File: src/design/scrd_pkg.sv
package scrd_pkg;

    // Sync sequence bytes.
    localparam logic [7:0] SYNC_A = 8'hFA;
    localparam logic [7:0] SYNC_B = 8'hFB;
    localparam logic [7:0] SYNC_C = 8'hFC;

    // Payload geometry.
    localparam int unsigned MAX_LEN   = 8;
    localparam int unsigned LEN_W     = 4;
    localparam int unsigned IDX_W     = 3;
    localparam int unsigned ID_BYTES  = 4;
    localparam int unsigned ID_IDX_W  = 2;
    localparam logic [LEN_W-1:0] MAX_LEN_CODE = LEN_W'(MAX_LEN);

    // Parser phases, one-hot.
    typedef enum logic [5:0] {
        PH_HUNT   = 6'b000001,
        PH_SYNC_B = 6'b000010,
        PH_SYNC_C = 6'b000100,
        PH_ID     = 6'b001000,
        PH_LEN    = 6'b010000,
        PH_DATA   = 6'b100000
    } scrd_phase_t;

    // One finished frame record.
    typedef struct packed {
        logic [31:0]      frame_id;
        logic [LEN_W-1:0] frame_length;
        logic [7:0]       data_0;
        logic [7:0]       data_1;
        logic [7:0]       data_2;
        logic [7:0]       data_3;
        logic [7:0]       data_4;
        logic [7:0]       data_5;
        logic [7:0]       data_6;
        logic [7:0]       data_7;
    } scrd_record_t;

endpackage

File: src/design/scrd_if.sv
// Byte channel from the serial receiver.
interface scrd_byte_if;
    logic       valid;
    logic       ready;
    logic [7:0] rx_byte;

    modport source (output valid, output rx_byte, input ready);
    modport sink (input valid, input rx_byte, output ready);
endinterface

// Frame record channel.
interface scrd_rec_if;
    logic        valid;
    logic        ready;
    logic [31:0] frame_id;
    logic [3:0]  frame_length;
    logic [7:0]  data_0;
    logic [7:0]  data_1;
    logic [7:0]  data_2;
    logic [7:0]  data_3;
    logic [7:0]  data_4;
    logic [7:0]  data_5;
    logic [7:0]  data_6;
    logic [7:0]  data_7;

    modport source (
        output valid, output frame_id, output frame_length,
        output data_0, output data_1, output data_2, output data_3,
        output data_4, output data_5, output data_6, output data_7,
        input ready
    );
    modport sink (
        input valid, input frame_id, input frame_length,
        input data_0, input data_1, input data_2, input data_3,
        input data_4, input data_5, input data_6, input data_7,
        output ready
    );
endinterface

File: src/design/scrd_parser.sv
module scrd_parser
    import scrd_pkg::*;
(
    input  logic         clk,
    input  logic         rst_n,
    input  logic         byte_valid,
    input  logic [7:0]   byte_data,
    output logic         rec_push,
    output scrd_record_t rec_data
);

    scrd_phase_t            phase_reg, phase_next;
    logic [ID_IDX_W-1:0]    id_idx_reg, id_idx_next;
    logic [IDX_W-1:0]       data_idx_reg, data_idx_next;
    logic [LEN_W-1:0]       length_reg, length_next;
    logic [31:0]            id_reg, id_next;
    logic [7:0]             store_reg [MAX_LEN];
    logic [LEN_W-1:0]       len_sat;
    logic [LEN_W-1:0]       out_len;
    logic [LEN_W-1:0]       data_count;
    logic                   done;
    logic [7:0]             lane [MAX_LEN];

    // Saturate the received length byte.
    assign len_sat    = (byte_data > 8'(MAX_LEN)) ? MAX_LEN_CODE : byte_data[LEN_W-1:0];
    assign data_count = {1'b0, data_idx_reg} + LEN_W'(1);

    // Phase sequencing and field capture for one accepted byte.
    always_comb
    begin
        phase_next    = phase_reg;
        id_idx_next   = id_idx_reg;
        data_idx_next = data_idx_reg;
        length_next   = length_reg;
        id_next       = id_reg;
        done          = 1'b0;
        case (phase_reg)
            PH_HUNT:
            begin
                if (byte_data == SYNC_A)
                begin
                    phase_next = PH_SYNC_B;
                end
            end
            PH_SYNC_B:
            begin
                if (byte_data == SYNC_B)
                begin
                    phase_next = PH_SYNC_C;
                end
                else if (byte_data != SYNC_A)
                begin
                    phase_next = PH_HUNT;
                end
            end
            PH_SYNC_C:
            begin
                phase_next  = (byte_data == SYNC_C) ? PH_ID : PH_HUNT;
                id_idx_next = '0;
            end
            PH_ID:
            begin
                id_next[8*id_idx_reg +: 8] = byte_data;
                id_idx_next = id_idx_reg + ID_IDX_W'(1);
                if (id_idx_reg == ID_IDX_W'(ID_BYTES - 1))
                begin
                    phase_next = PH_LEN;
                end
            end
            PH_LEN:
            begin
                length_next   = len_sat;
                data_idx_next = '0;
                if (len_sat == '0)
                begin
                    done = 1'b1;
                end
                else
                begin
                    phase_next = PH_DATA;
                end
            end
            PH_DATA:
            begin
                data_idx_next = data_idx_reg + IDX_W'(1);
                if (data_count >= length_reg)
                begin
                    done = 1'b1;
                end
            end
            default:
            begin
                phase_next = PH_HUNT;
            end
        endcase
        if (done)
        begin
            phase_next = PH_HUNT;
        end
    end

    // Control state.
    always_ff @(posedge clk or negedge rst_n)
    begin
        if (!rst_n)
        begin
            phase_reg    <= PH_HUNT;
            id_idx_reg   <= '0;
            data_idx_reg <= '0;
            length_reg   <= '0;
        end
        else if (byte_valid)
        begin
            phase_reg    <= phase_next;
            id_idx_reg   <= id_idx_next;
            data_idx_reg <= data_idx_next;
            length_reg   <= length_next;
        end
    end

    // Identifier and payload bytes; every field read is written earlier in the frame.
    always_ff @(posedge clk)
    begin
        if (byte_valid)
        begin
            id_reg <= id_next;
            if (phase_reg == PH_DATA)
            begin
                store_reg[data_idx_reg] <= byte_data;
            end
        end
    end

    // Record assembly: the final data byte bypasses the store.
    assign out_len = (phase_reg == PH_LEN) ? len_sat : length_reg;

    always_comb
    begin
        for (int k = 0; k < MAX_LEN; k++)
        begin
            if (LEN_W'(k) >= out_len)
            begin
                lane[k] = '0;
            end
            else if (phase_reg == PH_DATA && data_idx_reg == IDX_W'(k))
            begin
                lane[k] = byte_data;
            end
            else
            begin
                lane[k] = store_reg[k];
            end
        end
    end

    assign rec_push              = byte_valid && done;
    assign rec_data.frame_id     = id_reg;
    assign rec_data.frame_length = out_len;
    assign rec_data.data_0       = lane[0];
    assign rec_data.data_1       = lane[1];
    assign rec_data.data_2       = lane[2];
    assign rec_data.data_3       = lane[3];
    assign rec_data.data_4       = lane[4];
    assign rec_data.data_5       = lane[5];
    assign rec_data.data_6       = lane[6];
    assign rec_data.data_7       = lane[7];

endmodule

File: src/design/scrd_out_stage.sv
module scrd_out_stage
    import scrd_pkg::*;
(
    input  logic         clk,
    input  logic         rst_n,
    input  logic         push,
    input  scrd_record_t push_data,
    output logic         can_accept,
    output logic         out_valid,
    input  logic         out_ready,
    output scrd_record_t out_data
);

    logic         out_valid_reg, out_valid_next;
    logic         skid_valid_reg, skid_valid_next;
    scrd_record_t out_data_reg, out_data_next;
    scrd_record_t skid_data_reg, skid_data_next;

    // The skid entry catches a record when the output register is stalled.
    always_comb
    begin
        out_valid_next  = out_valid_reg;
        skid_valid_next = skid_valid_reg;
        out_data_next   = out_data_reg;
        skid_data_next  = skid_data_reg;
        if (!out_valid_reg || out_ready)
        begin
            if (skid_valid_reg)
            begin
                out_valid_next  = 1'b1;
                out_data_next   = skid_data_reg;
                skid_valid_next = 1'b0;
            end
            else
            begin
                out_valid_next = push;
                out_data_next  = push_data;
            end
        end
        else if (push)
        begin
            skid_valid_next = 1'b1;
            skid_data_next  = push_data;
        end
    end

    always_ff @(posedge clk or negedge rst_n)
    begin
        if (!rst_n)
        begin
            out_valid_reg  <= 1'b0;
            skid_valid_reg <= 1'b0;
        end
        else
        begin
            out_valid_reg  <= out_valid_next;
            skid_valid_reg <= skid_valid_next;
        end
    end

    always_ff @(posedge clk)
    begin
        out_data_reg  <= out_data_next;
        skid_data_reg <= skid_data_next;
    end

    assign can_accept = !skid_valid_reg;
    assign out_valid  = out_valid_reg;
    assign out_data   = out_data_reg;

endmodule

File: src/design/sync_framed_can_record_deframer_unit.sv
// Output: a record is registered by the output stage on the transaction
// carrying its last byte (the length byte when the length is zero).
// Throughput: one byte per cycle while the skid entry is empty; the parser
// steps once per byte, and a two-entry output and skid stage absorb stalls.
// Reset: rst_n clears the parser to hunting for the first sync byte and
// empties the output stage; payload bytes are undefined until written.
module sync_framed_can_record_deframer_unit
    import scrd_pkg::*;
(
    input  logic       clk,
    input  logic       rst_n,
    scrd_byte_if.sink  rx,
    scrd_rec_if.source rec
);

    logic         byte_accept;
    logic         rec_push;
    logic         can_accept;
    scrd_record_t rec_data;
    scrd_record_t out_data;

    assign rx.ready    = can_accept;
    assign byte_accept = rx.valid && can_accept;

    // Byte parser.
    scrd_parser u_parser (
        .clk        (clk),
        .rst_n      (rst_n),
        .byte_valid (byte_accept),
        .byte_data  (rx.rx_byte),
        .rec_push   (rec_push),
        .rec_data   (rec_data)
    );

    // Result register with skid entry.
    scrd_out_stage u_out (
        .clk        (clk),
        .rst_n      (rst_n),
        .push       (rec_push),
        .push_data  (rec_data),
        .can_accept (can_accept),
        .out_valid  (rec.valid),
        .out_ready  (rec.ready),
        .out_data   (out_data)
    );

    assign rec.frame_id     = out_data.frame_id;
    assign rec.frame_length = out_data.frame_length;
    assign rec.data_0       = out_data.data_0;
    assign rec.data_1       = out_data.data_1;
    assign rec.data_2       = out_data.data_2;
    assign rec.data_3       = out_data.data_3;
    assign rec.data_4       = out_data.data_4;
    assign rec.data_5       = out_data.data_5;
    assign rec.data_6       = out_data.data_6;
    assign rec.data_7       = out_data.data_7;

endmodule

File: src/flat_wrapper.sv
// flat-port wrapper written by rule: the top's interface ports become plain ports
module sync_framed_can_record_deframer_unit_flat import scrd_pkg::*;
  (clk, rst_n, rx_valid, rx_rx_byte, rx_ready, rec_valid, rec_frame_id, rec_frame_length, rec_data_0, rec_data_1, rec_data_2, rec_data_3, rec_data_4, rec_data_5, rec_data_6, rec_data_7, rec_ready);
  scrd_byte_if rx_i ();
  scrd_rec_if rec_i ();
  input  logic clk;
  input  logic rst_n;
  input wire logic [$bits(rx_i.valid)-1:0] rx_valid;
  input wire logic [$bits(rx_i.rx_byte)-1:0] rx_rx_byte;
  output wire logic [$bits(rx_i.ready)-1:0] rx_ready;
  output wire logic [$bits(rec_i.valid)-1:0] rec_valid;
  output wire logic [$bits(rec_i.frame_id)-1:0] rec_frame_id;
  output wire logic [$bits(rec_i.frame_length)-1:0] rec_frame_length;
  output wire logic [$bits(rec_i.data_0)-1:0] rec_data_0;
  output wire logic [$bits(rec_i.data_1)-1:0] rec_data_1;
  output wire logic [$bits(rec_i.data_2)-1:0] rec_data_2;
  output wire logic [$bits(rec_i.data_3)-1:0] rec_data_3;
  output wire logic [$bits(rec_i.data_4)-1:0] rec_data_4;
  output wire logic [$bits(rec_i.data_5)-1:0] rec_data_5;
  output wire logic [$bits(rec_i.data_6)-1:0] rec_data_6;
  output wire logic [$bits(rec_i.data_7)-1:0] rec_data_7;
  input wire logic [$bits(rec_i.ready)-1:0] rec_ready;
  assign rx_i.valid = rx_valid;
  assign rx_i.rx_byte = rx_rx_byte;
  assign rx_ready = rx_i.ready;
  assign rec_valid = rec_i.valid;
  assign rec_frame_id = rec_i.frame_id;
  assign rec_frame_length = rec_i.frame_length;
  assign rec_data_0 = rec_i.data_0;
  assign rec_data_1 = rec_i.data_1;
  assign rec_data_2 = rec_i.data_2;
  assign rec_data_3 = rec_i.data_3;
  assign rec_data_4 = rec_i.data_4;
  assign rec_data_5 = rec_i.data_5;
  assign rec_data_6 = rec_i.data_6;
  assign rec_data_7 = rec_i.data_7;
  assign rec_i.ready = rec_ready;
  sync_framed_can_record_deframer_unit u_core (.clk(clk), .rst_n(rst_n), .rx(rx_i), .rec(rec_i));
endmodule
File: config.mk
export PLATFORM = sky130hd
export DESIGN_NAME = sync_framed_can_record_deframer_unit_flat
export DESIGN_NICKNAME = d
export VERILOG_FILES = /design/src/design/scrd_pkg.sv /design/src/design/scrd_if.sv /design/src/design/scrd_parser.sv /design/src/design/scrd_out_stage.sv /design/src/design/sync_framed_can_record_deframer_unit.sv /design/src/flat_wrapper.sv
export SDC_FILE = /design/constraint.sdc
export NUM_CORES = 1
export LEC_CHECK = 0
export ABC_AREA = 1
export BUFFER_PORTS_ARGS = -buffer_cell sky130_fd_sc_hd__clkbuf_2
export CELL_PAD_IN_SITES_DETAIL_PLACEMENT = 2
export CELL_PAD_IN_SITES_GLOBAL_PLACEMENT = 2
export CORE_UTILIZATION = 30
export DETAILED_ROUTE_END_ITERATION = 6
export PLACE_DENSITY_LB_ADDON = 0.05
export SLEW_MARGIN = 20
export SYNTH_ARGS = -nofsm -noshare
export SYNTH_HDL_FRONTEND = slang
export SYNTH_SLANG_ARGS = --single-unit
File: constraint.sdc
create_clock -name clk -period 7.55 [get_ports clk]
set_clock_uncertainty 0.15 [all_clocks]
set_input_delay 1.8875 -clock clk [delete_from_list [all_inputs] [get_ports clk]]
set_output_delay 1.8875 -clock clk [all_outputs]
set_load 0.01 [all_outputs]
==> implementation parameters <==
Parameter                              Value

Layout
  Layout overhead on the synthesized area ... 18.40%
  Number of diodes added for antenna fixing ... 0
  Share of layout cells above drive strength 1 ... between 15 and 20%
  Total number of nets in the final design ... 1,277
  Fin cells ... around 1.8k

Placement
  RePlAce Congestion ... 0.7586
  Buffers on Ports ... 113
  Place WS ... approximately 2.2 ns
  Cells after DPL ... ~1.7k
  HPWL after detailed placement ... around 24,000 µm

Global routing
  Global router's overall resource usage ... 17.12%
  Number of global-route vias before repair ... between 9k and 10k
  Initial antenna violation count ... 1
  Pin count of the biggest net entering global routing ... 81
  Overflow after GRT ... 0
  Wire length of the first global-routing pass ... 56,230 µm

Clock network
  TritonCTS clock tree ... built
  Total clock buffers created by CTS ... 38
  Post-cts resize count ... 0
  Post-CTS repair timing setup buffer count ... 0
  Number of H-tree levels ... 2
  Library cell used as clock root buffer ... clkbuf_16
  Clock sink count ... 313
  Maximum clock path buffer count ... 3
  Post-CTS clock slew at the launch and capture registers of the worst setup and hold paths ... ~0.060 ns
  Worst skew pair latency ... 0.56 ns
  Cts-stage hold buffer count ... 0

Timing
  Final setup margin ... around 3.2 ns
  Setup repair after global routing missed its margin ... false
  Final Max Slew Viols ... 0
  Final TNS setup ... 0 ns
  Final min period ... 4.394 ns
  Fraction of the cycle the final worst path needs ... 58.20%
  Max Clock Freq ... around 230 MHz
  Endpoints failing hold ... 0
  # setup viols final ... 0
  Actual transition at the worst max-transition pin ... between 0.8 and 0.9 ns
  Worst slew margin relative to its limit ... 45.28%

Run
  Number of max-cap violations ... 0

Floorplanning
  Effective utilization at floorplan ... 30.68%
  Overall die area ... 0.04403 mm²
  Number of rows in the core area ... 75
  Vertical die dimension ... approximately 210 µm
  I/O pin count ... 114
  Die width ... 209.8 µm
  Placeable core area ... 0.04223 mm²

Synth
  Count of synthesis-stage warnings from yosys ... 0
  Combinational family with the most area after synthesis ... simple AND/OR/NAND/NOR gates
  Synthesized Nets ... approximately 1.2k
  Number of enable flip-flop cells after synthesis ... between 200 and 300
  Ys async rst share ... 5.431%
  Combined area of all synthesized cells ... 0.01296 mm²
  Count of different cell masters after synthesis ... 34
  Post-synthesis register bit count ... about 310
  Main synth FF type ... edfxtp_1
  Register area share after synthesis ... 71.89%
  Multiplexer area fraction after synthesis ... 0%
  Number of cells produced by synthesis ... ~1.1k
  Area share of fa/ha/maj cells after synthesis ... about 1.5%
  Synthesized area per cell ... 11.51 µm²
  Share of the synthesized area in compound gates (AO/OA/AOI/OAI) ... 4.761%
  Post-Synth XOR/XNOR Area ... 0%
  Area share of and/or/nand/nor cells after synthesis ... 16.87%

Power and ir drop
  Pwr per Cell Area ... between 200 and 250 mW/mm²
  Maximum VDD drop ... 0.1369 mV
  Leakage dissipation ... 6.451 nW

Routing
  Wire length per cell after detailed routing ... 20.04 µm
  DRC violation count after routing ... 0
  Average via count per standard cell ... 4.626
  Initial detailed-routing violation count ... a little over 400
  Vias ... around 8.4k
  Detail Route Antenna Nets ... 0
  Length of the first detailed-routing pass in iterations ... 4
  Total routed wirelength ... around 36,000 µm

Worst setup path
  Crit path max fanout ... 70
  Register-to-register path setup slack ... 3.84 ns
  Critical path data arrival time ... approximately 4.5 ns
  Category of the most critical setup path ... in -> reg
  Required time of the worst setup path ... 7.61 ns
  Critical Path End Type ... flop
  Type of element launching the critical path ... input pin

Hold path
  Hold Crit Class ... reg -> reg

Run status
  Outcome ... completed
routing by layer:
| metal | up-vias | wire length [µm] | part of all wire [%] | global-route usage, % |
|---|---|---|---|---|
| met2 | 117 | 17530 | 48 | 28.29 |
| met5 | - | 0 | 0 | 0 |
| met4 | 0 | 640 | 1.8 | 4.958 |
| met3 | 40 | 1266 | 3.5 | 3.038 |
| li1 | 4071 | - | - | - |
| met1 | 4182 | 17000 | 47 | 23.01 |
metrics by stage:
step	utilization, %	total power [W]	area, µm²	hold slack, ns
after floorplan	-	0.001971	12970	0.2768
after global placement	33.39	0.002011	14100	0.2825
after detailed placement	33.41	0.002013	14110	0.2871
after CTS	36.24	0.003797	15300	0.3020
after global routing	36.33	0.003866	15340	0.3073
final	36.33	0.003726	15340	0.3017
worst max-delay path, stage by stage:
cell	delay (ns)
clkbuf_2	0.32
inv_1	0.34
nand2_1	0.15
nand2_1	0.07
nand3_1	0.14
nand4_1	0.15
nand2_1	0.13
nand2_1	0.12
nor2_4	0.46
buf_16	0.24
buf_12	0.34
worst paths after layout:
path | startpoint | end | cells after the start
min in group asynchronous | rst_n | u_core.u_parser.length_reg[1] | 1
worst min register to register | u_core.u_parser.id_reg[8] | u_core.u_out.skid_data_reg[76] | 0
worst max-delay path | rx_rx_byte[2] | u_core.u_out.skid_data_reg[59] | 11
worst min-delay path | u_core.u_parser.id_reg[8] | u_core.u_out.skid_data_reg[76] | 0
max in group asynchronous | rst_n | u_core.u_out.skid_valid_reg | 1
worst max register to register | u_core.u_parser.data_idx_reg[1] | u_core.u_out.skid_data_reg[59] | 13
synth_stat cells, types with 3 or more instances:
library cell	number	area, µm²
buf_2	5	25.02
buf_4	3	22.52
buf_6	4	45.04
clkbuf_1	28	105.1
clkinv_1	4	15.01
dfrtp_1	16	400.4
edfxtp_1	296	8889
ha_1	16	200.2
inv_1	107	401.6
inv_2	3	11.26
nand2_1	352	1321
nand2_2	4	25.02
nand3_1	35	175.2
nand3_2	4	40.04
nand4_1	24	150.1
nor2_1	74	277.8
nor3_1	25	125.1
o211ai_1	8	60.06
o21ai_0	88	440.4
o21ai_1	13	65.06
power breakdown:
group / total (W) / switching, W / internal (W) / leakage (nW)
clock: 0.00175 / 0.000733 / 0.00102 / 0.581
sequential: 0.00189 / 0.00000481 / 0.00189 / 3.07
combinational: 0.0000835 / 0.0000646 / 0.0000189 / 2.80
cells in the final DEF, fill, tap and decap left out, types with 14 or more instances in the layout:
master / netlist / final
nand4_1: 24 / 24
clkbuf_2: 0 / 113
inv_1: 107 / 106
dfrtp_1: 16 / 14
nand3_1: 35 / 35
o21ai_0: 88 / 88
ha_1: 16 / 16
edfxtp_1: 296 / 296
nand2_1: 352 / 351
nor2_1: 74 / 73
clkbuf_16: 0 / 39
nor3_1: 25 / 21
layout make-up:
| cell class | instances | area, µm² |
|---|---|---|
| Multi-Input combinational cell | 657 | 3038 |
| Inverter | 114 | 427.9 |
| Timing Repair Buffer | 125 | 688.2 |
| Clock buffer | 46 | 1002 |
| Fill cell | 4438 | 26890 |
| Clock inverter | 24 | 190.2 |
| Tap cell | 539 | 674.4 |
| Sequential cell | 313 | 9320 |
logic make-up after synthesis:
group           count (synthesis)
simple gates                  526
buf+inv                       156
compound gates                115
fa+ha+maj                      16
flops                         313
(Power assumes the default switching activity.)
